### config.mk
export PLATFORM = sky130hd
export DESIGN_NAME = wss_useq
export DESIGN_NICKNAME = d
export VERILOG_FILES = /design/src/rtl/core/wss_pkg.sv /design/src/rtl/core/wss_useq.sv
export SDC_FILE = /design/constraint.sdc
export NUM_CORES = 1
export LEC_CHECK = 0
export ABC_AREA = 1
export BUFFER_PORTS_ARGS = -buffer_cell sky130_fd_sc_hd__buf_2
export CORE_AREA = 2 2 39 41
export CTS_CLUSTER_DIAMETER = 60
export DETAILED_ROUTE_END_ITERATION = 8
export DIE_AREA = 0 0 41 43
export PLACE_DENSITY_LB_ADDON = 0.08
export SLEW_MARGIN = 15
export SYNTH_ARGS = -nofsm -noshare
export SYNTH_HDL_FRONTEND = slang
export SYNTH_SLANG_ARGS = --single-unit
### constraint.sdc
create_clock -name i_clk -period 2.2 [get_ports i_clk]
set_input_delay 0.33 -clock i_clk [delete_from_list [all_inputs] [get_ports i_clk]]
set_output_delay 0.33 -clock i_clk [all_outputs]
set_load 0.01 [all_outputs]
### src/rtl/core/wss_pkg.sv
package wss_pkg;

    // Block dimensions
    localparam int WINDOW   = 64;
    localparam int CHANNELS = 5;

    // Fixed field widths
    localparam int VAL_W     = 24;
    localparam int CH_W      = 3;
    localparam int CNT_OUT_W = 7;
    localparam int SUM_OUT_W = 30;

    // Derived widths
    localparam int DEPTH  = CHANNELS * WINDOW;
    localparam int ADDR_W = (DEPTH > 1) ? $clog2(DEPTH) : 1;
    localparam int SLOT_W = (WINDOW > 1) ? $clog2(WINDOW) : 1;
    localparam int CNT_W  = $clog2(WINDOW + 1);
    localparam int SUM_W  = VAL_W + CNT_W;
    localparam int DIV_W  = $clog2(SUM_W);
    localparam int WORD_W = VAL_W + 1;

    // Command codes
    localparam logic CMD_TICK   = 1'b0;
    localparam logic CMD_SAMPLE = 1'b1;

    // Sequencer steps
    typedef enum logic [2:0] {
        S_CLR,
        S_IDLE,
        S_WR,
        S_RD,
        S_ACC,
        S_DIVI,
        S_DIV,
        S_OUT
    } t_step;

    // Branch conditions
    typedef enum logic [2:0] {
        C_ALWAYS,
        C_GO,
        C_CLR_LAST,
        C_K_LAST,
        C_DIV_LAST,
        C_OUT_FREE
    } t_cond;

    // Datapath controls, one or more per step
    typedef struct packed {
        logic idle;
        logic clr_wr;
        logic smp_wr;
        logic acc_init;
        logic rd_issue;
        logic acc_en;
        logic div_init;
        logic div_step;
        logic out_load;
    } t_ctrl;

    // Datapath status back to the sequencer
    typedef struct packed {
        logic go;
        logic clr_last;
        logic k_last;
        logic div_last;
        logic out_free;
    } t_stat;

    // One control word
    typedef struct packed {
        t_ctrl ctrl;
        t_cond cond;
        t_step tgt_t;
        t_step tgt_f;
    } t_ucode;

    // Control store
    function automatic t_ucode ucode_rom(input t_step s);
        t_ucode u;
        u       = '0;
        u.cond  = C_ALWAYS;
        u.tgt_t = S_IDLE;
        u.tgt_f = S_IDLE;
        unique case (s)
            S_CLR: begin
                u.ctrl.clr_wr = 1'b1;
                u.cond        = C_CLR_LAST;
                u.tgt_t       = S_IDLE;
                u.tgt_f       = S_CLR;
            end
            S_IDLE: begin
                u.ctrl.idle = 1'b1;
                u.cond      = C_GO;
                u.tgt_t     = S_WR;
                u.tgt_f     = S_IDLE;
            end
            S_WR: begin
                u.ctrl.smp_wr   = 1'b1;
                u.ctrl.acc_init = 1'b1;
                u.tgt_t         = S_RD;
            end
            S_RD: begin
                u.ctrl.rd_issue = 1'b1;
                u.tgt_t         = S_ACC;
            end
            S_ACC: begin
                u.ctrl.acc_en = 1'b1;
                u.cond        = C_K_LAST;
                u.tgt_t       = S_DIVI;
                u.tgt_f       = S_RD;
            end
            S_DIVI: begin
                u.ctrl.div_init = 1'b1;
                u.tgt_t         = S_DIV;
            end
            S_DIV: begin
                u.ctrl.div_step = 1'b1;
                u.cond          = C_DIV_LAST;
                u.tgt_t         = S_OUT;
                u.tgt_f         = S_DIV;
            end
            S_OUT: begin
                u.ctrl.out_load = 1'b1;
                u.cond          = C_OUT_FREE;
                u.tgt_t         = S_IDLE;
                u.tgt_f         = S_OUT;
            end
        endcase
        return u;
    endfunction

endpackage

### src/rtl/core/wss_useq.sv
module wss_useq (
    input  logic           i_clk,
    input  logic           i_rst_n,
    input  wss_pkg::t_stat i_stat,
    output wss_pkg::t_ctrl o_ctrl
);

    import wss_pkg::*;

    t_step  r_step;
    t_step  n_step;
    t_ucode uword;
    logic   cond_true;

    assign uword = ucode_rom(r_step);

    // Branch condition select
    always_comb begin
        unique case (uword.cond)
            C_ALWAYS:   cond_true = 1'b1;
            C_GO:       cond_true = i_stat.go;
            C_CLR_LAST: cond_true = i_stat.clr_last;
            C_K_LAST:   cond_true = i_stat.k_last;
            C_DIV_LAST: cond_true = i_stat.div_last;
            C_OUT_FREE: cond_true = i_stat.out_free;
            default:    cond_true = 1'b1;
        endcase
    end

    // Next step
    always_comb begin
        n_step = cond_true ? uword.tgt_t : uword.tgt_f;
    end

    // Control outputs
    always_comb begin
        o_ctrl = uword.ctrl;
    end

    // Step counter, clearing pass first after reset
    always_ff @(posedge i_clk) begin
        if (!i_rst_n) begin
            r_step <= S_CLR;
        end else begin
            r_step <= n_step;
        end
    end

    a_out_to_idle: assert property (@(posedge i_clk) disable iff (!i_rst_n)
        (r_step == S_OUT && i_stat.out_free) |=> (r_step == S_IDLE))
        else $error("sequencer did not return to idle after result");

endmodule

Yosys cells after proc, flatten, opt, wreduce, memory -nomap -nowiden
Index checks and enable logic that the tools add are counted.

Bits in registers: 3. Bits of input ports: 7. Output and inout port bits: 9. Word-level logic and storage cells: 28.

Equality and inequality tests: 12. Muxes and demuxes: 13. Reduce and logical (&&, ||, !) cells: 2.

Operator list (number): 3-bit one-hot mux with 7 select lines (1); 3-bit == test, second input constant (6); 3-bit one-hot mux with 5 select lines (1); 3-bit by 2-bit == test with 1-bit output, second input constant (4); 3-bit one-hot mux with 4 select lines (1); 1-bit two-way mux (7); 3-bit by 1-bit == test with 1-bit output, second input constant (2); 1-bit one-hot mux with 5 select lines (1); 3-bit logical NOT (1); 3-bit two-way mux (1); 2-bit two-way mux (1); 2-bit OR reduction (1).

Logic depth before layout (Yosys ltp)
Gate-level depths: netlist of run 1.

Depth in word-level cells: 5. Gate-level depth with buffers: 9. Depth with buffers taken out: 8.

Least setup slack after synthesis of run 1
OpenSTA, ideal clock, no wires.

Path type: register to output. Start: register r_step[2]. End: output o_ctrl[6] in the netlist's numbering. Arrival time: 0.945 ns. Data required time: 1.870 ns. Path slack: 0.925 ns. Stages on the path, launching flop included: 6. Path buffers: 2. Cell sequence: dfxtp_1 -> buf_6 -> inv_2 -> nand2_1 -> nor2_1 -> buf_4.

RTL lines: start: declaration (line wss_useq.sv:10) `t_step r_step;`; start signal: assignment (line wss_useq.sv:45) `r_step <= n_step;`; end: declaration (line wss_useq.sv:5) `output wss_pkg::t_ctrl o_ctrl`.

==> out/metrics.yaml, run 1 <==
placement:
  gp_congestion: 0.725
  io_buffers: 15
  dpl.hpwl_um: 634
  dp_slack_ns: 0.862
  place_area_sq_um: 392
setup_path:
  critical_path_arrival_ns: 1.25
  cp-start-kind: "flop"
  endpoint_kind: "output pin"
  critPathKind: "reg -> out"
  ff2ff_setup_slack_ns: 0.84
  r2r_end: "r_step[1]$_SDFF_PN0_"
  cp.required_ns: 1.87
  cp_max_fo: 11
  worstReg2RegStart: "r_step[2]$_SDFF_PN0_"
  reg2reg_depth: 7
clocking:
  cts_hold_buf: 0
  cts_root_buf: "clkbuf_4"
  cts_tree: "done"
  post_cts.repair.setup_buffers: 0
  clock_path_buffers: 2
  htreeDepth: 1
  post_cts_resized: 0
  clock_sinks: 3
  insertion_delay_ns: 0.23
  clkTransAtPathRegs_ns: 0.04
  cts-buffers-inserted: 3
die:
  coreArea_sq_um: 1380
  num_rows: 14
  dieArea_sq_um: 1760
  die_w_um: 41
  io_pins: 16
  die_height_um: 43
  initial_core_util_pct: 24.4
detailed_routing:
  wl_per_cell_um: 9.16
  final_antenna_net_count: 0
  first_iter_violations: 2
  avgViaCountPerCell: 4.31
  drc: 0
  finalWirelength_um: 788
  vias: 371
  dr.pass1.iters: 2
global_route:
  antenna_found_initial: 0
  gr-total-overflow: 0
  grt_max_degree: 13
  grt_pass1_wl_um: 1210
  grt_usage_pct: 10.2
  grt_pass1_vias: 309
timing:
  timing.slew.headroom_pct: 71.7
  tightest_slew_ns: 0.424
  timing.final.crit_share_pct: 71.9
  setup_ws_ns: 0.618
  fin_tns_setup_ns: 0
  rsz0062_at_grt: "false"
  hold_viol: 0
  min_period_ns: 1.58
  fmax_mhz: 632
  finalClockSkew_ns: 0.00369
  finalSetupViolations: 0
  slew_viol_final: 0
yosys:
  yosys_warnings: 0
  synth-edff-count: 0
  ys_seq_area_share_pct: 17.8
  synth.area.top_cells: "dfxtp_1, nand2_1, buf_6, nor2_2, nor2_1"
  synthCells: 55
  post-synth-top-area-cell: "dfxtp_1"
  synth.most_common_cell: "nand2_1"
  async_flop_share_pct: 0
  avgSynthCellArea_sq_um: 6.14
  ys.flop_type: "dfxtp_1"
  synth.cell_area_sq_um: 338
  synth_top_cell_area_share_pct: 17.8
  synth_cell_types: 15
  syn_nets: 62
  ys_ff_latch: 3
  synth.top_cells.by_count: "nand2_1, nor2_1, inv_1"
cells_and_area:
  final_util_pct: 30.2
  finish.instance_area_sq_um: 418
  fin_nets: 78
  diodes: 0
  syn_to_final_growth_pct: 23.7
  largestRegisters: "r_step: 3 flops"
  drive_above_1_share_pct: 44.3
  largest_reg_flops: 3
  registers.top_by_ff_count: "r_step"
pwr:
  peakVddDrop_mv: 0.441
  power-per-cell-area_nw_per_um2: 808
  p_total_mw: 0.337
  p_leak_nw: 0.234
hold_path:
  worstHoldPathType: "in -> reg"
  holdPathEnd: "r_step[0]$_SDFF_PN0_"
  holdCritStartpoint: "i_rst_n"
  holdPathStages: 3
job:
  drv_cap: 0
run_status:
  status: "finished, final reports clean"
==> through the flow <==
stage / std cells / hold WS [ns]
2_1_floorplan: 55 / 0.451
3_3_place_gp: 82 / 0.576
3_5_place_dp: 82 / 0.580
4_1_cts: 86 / 0.336
5_1_grt: 86 / 0.328
6_report: 86 / 0.339
==> per-layer routing <==
metal | vias up | global-route usage, % | wire, um
li1 | 201 | - | -
met3 | 0 | 6.28 | 64
met1 | 157 | 12.9 | 374
met2 | 13 | 13.8 | 350
met4 | 0 | 4.00 | 0
met5 | - | 0 | 0
==> cells in the final DEF, fill, tap and decap left out <==
cell	instances
buf_2	15
o21ai_0	2
nand3_2	2
clkbuf_4	3
a21oi_2	2
nor2_2	5
dfxtp_1	3
clkbuf_1	1
nor2_1	8
a21oi_1	3
nand2_2	2
inv_1	6
nand2_1	10
nand3_1	4
inv_2	2
nand4_1	2
==> worst max-delay path by stage <==
stage / from / end / slack [ns] / cells after the start
after floorplan: r_step[2]$_SDFF_PN0_ / o_ctrl[6] / 0.93 / 5
after global placement: r_step[2]$_SDFF_PN0_ / r_step[1]$_SDFF_PN0_ / 0.82 / 7
after detailed placement: r_step[2]$_SDFF_PN0_ / o_ctrl[6] / 0.86 / 4
after CTS: r_step[2]$_SDFF_PN0_ / o_ctrl[6] / 0.61 / 4
after global routing: r_step[2]$_SDFF_PN0_ / o_ctrl[5] / 0.51 / 4
final: r_step[2]$_SDFF_PN0_ / o_ctrl[6] / 0.62 / 4
==> power breakdown <==
group | switching [mW] | leakage (nW) | internal, mW | total (mW)
combinational | 0.0856 | 0.194 | 0.0599 | 0.146
clock | 0.0273 | 0.0150 | 0.0678 | 0.0951
sequential | 0.0321 | 0.0246 | 0.0648 | 0.0969
total | 0.145 | 0.234 | 0.193 | 0.337
==> kinds of logic after synthesis <==
kind of cell / synth area share, %
and+or+nand+nor: 48.5
buffers and inverters: 21.1
AOI/OAI and AO/OA: 12.6
DFF: 17.8
==> critical path, cell delays in order (launching register included) <==
cell and delay [ns]:
dfxtp_1 0.57, inv_2 0.13, nand2_1 0.10, nor2_1 0.06, buf_2 0.16
==> layout make-up <==
class	instances	area, sq um
Fill cell	168	966
Clock buffer	4	26.3
Inverter	8	30.0
Sequential cell	3	60.1
Multi-Input combinational cell	40	206
Tap cell	16	20.0
Timing Repair Buffer	15	75.1
(Power assumes the default switching activity.)
==> run 2: changes to the inputs <==
==> constraint.sdc (replaced) <==
create_clock -name i_clk -period 1.3 [get_ports i_clk]
set_input_delay 0.195 -clock i_clk [delete_from_list [all_inputs] [get_ports i_clk]]
set_output_delay 0.195 -clock i_clk [all_outputs]
set_load 0.01 [all_outputs]
==> run 2 against run 1 <==
Compared with the run above:
- sequential cell count did not move
- worst hold slack got worse by 0.15 ns
- sequential power up 48%
- non-clock buffer count is 9 higher
- critical path depth is 1 higher
- sequential share of layout area decreased by 2.1 points
- global-route usage up 0.60 points
- final area rose by 34%
- clock-buffer cell count stayed put
- first-iteration DRC count is 50% lower
- largest power group unchanged
==> out/metrics.yaml, run 2 (same netlist as run 1, synthesis figures left out) <==
timing:
  finalSetupViolations: 0
  tightest_slew_ns: 0.151
  finalClockSkew_ns: 0.00217
  slew_viol_final: 0
  hold_viol: 0
  timing.final.crit_share_pct: 97.1
  min_period_ns: 1.26
  timing.slew.headroom_pct: 89.8
  fin_tns_setup_ns: 0
  rsz0062_at_grt: "true"
  setup_ws_ns: 0.0378
  fmax_mhz: 792
placement:
  io_buffers: 15
  dpl.hpwl_um: 695
  gp_congestion: 0.699
  dp_slack_ns: 0.0824
cells_and_area:
  diodes: 0
  registers.top_by_ff_count: "r_step"
  fin_nets: 87
  largestRegisters: "r_step: 3 flops"
  largest_reg_flops: 3
  drive_above_1_share_pct: 58.2
  syn_to_final_growth_pct: 66.3
  layout_common_cells: "buf_2, nand2_1, nor2_2"
  mostFrequentLayoutCell: "buf_2"
setup_path:
  worstSetupStartpoint: "r_step[2]$_SDFF_PN0_"
  critical_path_arrival_ns: 1.07
  slowest_delay_ns: 0.35
  cp_max_fo: 5
  endpoint_kind: "output pin"
  r2r_end: "r_step[2]$_SDFF_PN0_"
  cp_slowest_cell: "dfxtp_4"
  cp-start-kind: "flop"
  critPathKind: "reg -> out"
  cp.required_ns: 1.11
  reg2reg_depth: 8
  crit_family: "flip-flops"
  critPathBufInv: 3
  ff2ff_setup_slack_ns: 0.12
  worstReg2RegStart: "r_step[2]$_SDFF_PN0_"
  cp_cell_sequence: "buf_12 -> inv_4 -> nand2_1 -> nor2_2 -> buf_2"
clocking:
  insertion_delay_ns: 0.23
  cts-buffers-inserted: 3
  clkTransAtPathRegs_ns: 0.04
  clock_sinks: 3
  cts_tree: "done"
  clock_path_buffers: 2
  cts_root_buf: "clkbuf_4"
  htreeDepth: 1
hold_path:
  holdCritStartpoint: "i_rst_n"
  worstHoldPathType: "in -> reg"
  holdPathStages: 3
  holdPathEnd: "r_step[0]$_SDFF_PN0_"
detailed_routing:
  drc: 0
  wl_per_cell_um: 9.29
  avgViaCountPerCell: 4.23
  finalWirelength_um: 883
  dr.pass1.iters: 2
  final_antenna_net_count: 0
  vias: 402
  first_iter_violations: 1
die:
  initial_core_util_pct: 24.4
  io_pins: 16
  die_w_um: 41
  die_height_um: 43
  num_rows: 14
  dieArea_sq_um: 1760
  coreArea_sq_um: 1380
pwr:
  power_frac_seq_pct: 21.5
  power-per-cell-area_nw_per_um2: 1190
  p_sw_share_pct: 40.1
  p_total_mw: 0.667
  pwr-share-clk_pct: 24.0
  power_frac_comb_pct: 54.5
  power.internal_mw: 0.399
  peakVddDrop_mv: 0.549
  p_leak_nw: 0.295
  p_sw_mw: 0.267
global_route:
  gr-total-overflow: 0
  grt_usage_pct: 10.8
  grt_max_degree: 12
  grt_pass1_vias: 351
  antenna_found_initial: 0
  grt_pass1_wl_um: 1340
job:
  drv_cap: 0
run_status:
  status: "finished, final reports clean"
==> run 2: cell type report <==
class / instances / area, sq um
fillers: 153 / 822
well taps: 16 / 20.0
clock buffers: 4 / 26.3
multi-input cells: 40 / 219
flip-flops and latches: 3 / 68.8
repair buffers: 24 / 195
inverters: 8 / 32.5
==> run 2: timing repair <==
item                                    in CTS  in global routing
pin swaps                                    0                  1
gates resized for setup                      3                  9
buffers inserted                             0                  2
hold buffers                                 0                  0
cloned                                       0                  1
endpoints found under the setup margin       6                  6
==> run 2: worst register-to-register path, delay by kind of cell (launching register included) <==
kind | cells | cell delay (ns)
AO/OA/AOI/OAI | 1 | 0.14
buffers and inverters | 2 | 0.16
flip-flops | 1 | 0.35
AND/OR/NAND/NOR | 5 | 0.46
==> run 2: worst max-delay path by stage <==
| stage | end | slack [ns] | depth (start not counted) |
|---|---|---|---|
| after global routing | o_ctrl[8] | -0.03 | 5 |
| after CTS | o_ctrl[6] | -0.02 | 4 |
| after detailed placement | r_step[2]$_SDFF_PN0_ | 0.08 | 7 |
| after global placement | r_step[2]$_SDFF_PN0_ | 0.06 | 7 |
| final | o_ctrl[6] | 0.04 | 5 |
| after floorplan | o_ctrl[6] | 0.16 | 5 |
==> run 2: per-layer routing <==
metal  routed length [um]  global-route usage (%)  up-vias
met5                    0                       0        -
met4                    0                    6.00        0
met3                   61                    1.57        0
met2                  425                    16.9       11
met1                  396                    13.5      171
li1                     -                       -      220
==> run 2: power groups by stage <==
stage / logic (mW) / registers (mW) / clock network [mW]
5_1_grt: 0.414 / 0.147 / 0.177
4_1_cts: 0.344 / 0.145 / 0.170
3_3_place_gp: 0.351 / 0.142 / 0
6_report: 0.363 / 0.143 / 0.160
2_1_floorplan: 0.252 / 0.125 / 0
3_5_place_dp: 0.342 / 0.142 / 0
==> run 2: stage by stage <==
step	std cells	hold WS [ns]	cell area, sq um	util (%)
3_5_place_dp	89	0.442	469	33.9
4_1_cts	93	0.186	499	36.1
2_1_floorplan	55	0.316	338	-
3_3_place_gp	89	0.441	469	33.9
5_1_grt	95	0.206	562	40.6
6_report	95	0.191	562	40.6
==> run 3: changes to the inputs <==
--- a/config.mk
+++ b/config.mk
@@ -5,7 +5,6 @@
 export SDC_FILE = /design/constraint.sdc
 export NUM_CORES = 1
 export LEC_CHECK = 0
-export ABC_AREA = 1
 export BUFFER_PORTS_ARGS = -buffer_cell sky130_fd_sc_hd__buf_2
 export CORE_AREA = 2 2 39 41
 export CTS_CLUSTER_DIAMETER = 60
==> run 3 against run 2 <==
Compared with the run above:
- first-iteration DRC count increased to 5.0 times the previous value
- total power down 34%
- via count shrank 21%
- clock skew increased by 0.0034 ns
- utilization fell by 6.1 points
- critical path type unchanged
- wire length down 10%
- sequential power is 24% lower
- synthesized area decreased by 14%
==> out/metrics.yaml, run 3 <==
run_status:
  status: "finished, final reports clean"
die:
  dieArea_sq_um: 1760
  die_height_um: 43
  num_rows: 14
  coreArea_sq_um: 1380
  initial_core_util_pct: 21.1
  die_w_um: 41
  io_pins: 16
yosys:
  avgSynthCellArea_sq_um: 9.11
  ys_seq_area_share_pct: 20.6
  synth.most_common_cell: "nor2_1"
  synth_cell_types: 23
  synth.top_cells.by_count: "nor2_1, dfxtp_1"
  syn_nets: 39
  yosys_warnings: 0
  async_flop_share_pct: 0
  synth.cell_area_sq_um: 292
  synth_top_cell_area_share_pct: 20.6
  ys.flop_type: "dfxtp_1"
  ys_ff_latch: 3
  synth-edff-count: 0
  synthCells: 32
  synth.area.top_cells: "dfxtp_1, a2111oi_4, buf_6, o41ai_2, nor2_1"
  post-synth-top-area-cell: "dfxtp_1"
setup_path:
  ff2ff_setup_slack_ns: 0.13
  cp_cell_sequence: "buf_6 -> nor3b_4 -> buf_2"
  critical_path_arrival_ns: 1.08
  cp.required_ns: 1.11
  cp_max_fo: 6
  endpoint_kind: "output pin"
  slowest_delay_ns: 0.36
  reg2reg_depth: 4
  critPathBufInv: 2
  critPathKind: "reg -> out"
  crit_family: "flip-flops"
  r2r_end: "r_step[0]$_SDFF_PN0_"
  cp-start-kind: "flop"
  cp_slowest_cell: "dfxtp_4"
  worstReg2RegStart: "r_step[2]$_SDFF_PN0_"
timing:
  slew_viol_final: 0
  hold_ws_ns: 0.179
  fmax_mhz: 782
  finalSetupViolations: 0
  hold_viol: 0
  timing.slew.headroom_pct: 82.2
  finalClockSkew_ns: 0.00557
  min_period_ns: 1.28
  timing.final.crit_share_pct: 98.4
  rsz0062_at_grt: "true"
  tightest_slew_ns: 0.265
cells_and_area:
  syn_to_final_growth_pct: 63.9
  registers.top_by_ff_count: "r_step"
  layout_common_cells: "buf_2, buf_4, nor2_1, clkbuf_4"
  largest_reg_flops: 3
  drive_above_1_share_pct: 68.4
  fin_nets: 65
  mostFrequentLayoutCell: "buf_2"
  largestRegisters: "r_step: 3 flops"
  final_util_pct: 34.5
  diodes: 0
hold_path:
  worstHoldPathType: "in -> reg"
  holdPathEnd: "r_step[2]$_SDFF_PN0_"
  holdCritStartpoint: "i_stat[0]"
  holdPathStages: 2
clocking:
  cts-buffers-inserted: 3
  insertion_delay_ns: 0.24
  cts_tree: "done"
  clock_path_buffers: 2
  htreeDepth: 1
  cts_root_buf: "clkbuf_4"
  clkTransAtPathRegs_ns: 0.04
  clock_sinks: 3
pwr:
  power-per-cell-area_nw_per_um2: 916
  p_total_mw: 0.438
  peakVddDrop_mv: 0.408
  p_leak_nw: 0.221
  p_sw_mw: 0.138
  power_frac_comb_pct: 37.0
  pwr-share-clk_pct: 38.1
  power.internal_mw: 0.300
  p_sw_share_pct: 31.6
  power_frac_seq_pct: 25.0
detailed_routing:
  first_iter_violations: 5
  final_antenna_net_count: 0
  finalWirelength_um: 791
  avgViaCountPerCell: 4.37
  wl_per_cell_um: 10.8
  dr.pass1.iters: 3
  vias: 319
  drc: 0
global_route:
  gr-total-overflow: 0
  grt_max_degree: 13
  grt_usage_pct: 10.2
  grt_pass1_vias: 313
  antenna_found_initial: 0
  grt_pass1_wl_um: 1210
placement:
  dpl.hpwl_um: 537
  gp_congestion: 0.725
  io_buffers: 15
job:
  drv_cap: 0
-- run 3: changes by cell type in the layout (fill, tap and decap cells not counted), moves of 3 or more --
cell / previous run / this run
buf_4: 5 / 8
a21oi_1: 3 / 0
inv_1: 6 / 2
nand2_1: 10 / 1
nor2_2: 7 / 1
-- run 3: layout make-up --
cell class	count	area, sq um
Tap cell	16	20.0
Inverter	2	7.51
Sequential cell	3	68.8
Clock buffer	4	26.3
Multi-Input combinational cell	23	198
Fill cell	150	906
Timing Repair Buffer	25	158
-- run 3: cells by family after synthesis --
kind of cell / share of synthesized area [%]
buffers and inverters: 14.6
AO/OA/AOI/OAI: 31.8
AND/OR/NAND/NOR: 29.6
flip-flops: 20.6
multiplexers: 3.43
-- run 3: layer usage --
metal  vias up  track usage [%]  part of all wire (%)
met3         0             3.66                   5.3
met2         7             15.0                    52
li1        167                -                     -
met4         0             6.00                     0
met5         -                0                     0
met1       145             12.1                    42
-- run 3: timing repair --
item | in CTS | in global routing
resized for setup | 7 | 2
buffers inserted | 5 | 3
pin swaps | 2 | 2
endpoints found under the setup margin | 8 | 4
hold buffers | 0 | 0
-- run 3: per-stage QoR --
step / setup TNS [ns] / cells / area, sq um / worst slack (ns)
floorplan: 0 / 32 / 292 / 0.0562
global placement: 0 / 61 / 367 / 0.116
detailed placement: 0 / 61 / 367 / 0.0869
CTS: -0.0142 / 70 / 447 / -0.00721
global route: -0.126 / 73 / 478 / -0.0435
finish: 0 / 73 / 478 / 0.0211
-- run 3: power groups by stage --
stage | Clock (mW) | Combinational (mW) | Sequential, mW
floorplan | 0 | 0.0917 | 0.110
global placement | 0 | 0.110 | 0.120
detailed placement | 0 | 0.111 | 0.120
CTS | 0.175 | 0.150 | 0.110
global route | 0.182 | 0.176 | 0.111
finish | 0.167 | 0.162 | 0.109
-- run 3: worst max-delay path by stage --
| stage | depth (start not counted) | to | slack (ns) | start |
|---|---|---|---|---|
| 5_1_grt | 3 | o_ctrl[1] | -0.04 | r_step[1]$_SDFF_PN0_ |
| 2_1_floorplan | 3 | o_ctrl[6] | 0.06 | r_step[1]$_SDFF_PN0_ |
| 3_5_place_dp | 3 | o_ctrl[5] | 0.09 | r_step[0]$_SDFF_PN0_ |
| 6_report | 3 | o_ctrl[8] | 0.02 | r_step[2]$_SDFF_PN0_ |
| 4_1_cts | 3 | o_ctrl[5] | -0.007 | r_step[1]$_SDFF_PN0_ |
| 3_3_place_gp | 3 | o_ctrl[6] | 0.12 | r_step[0]$_SDFF_PN0_ |
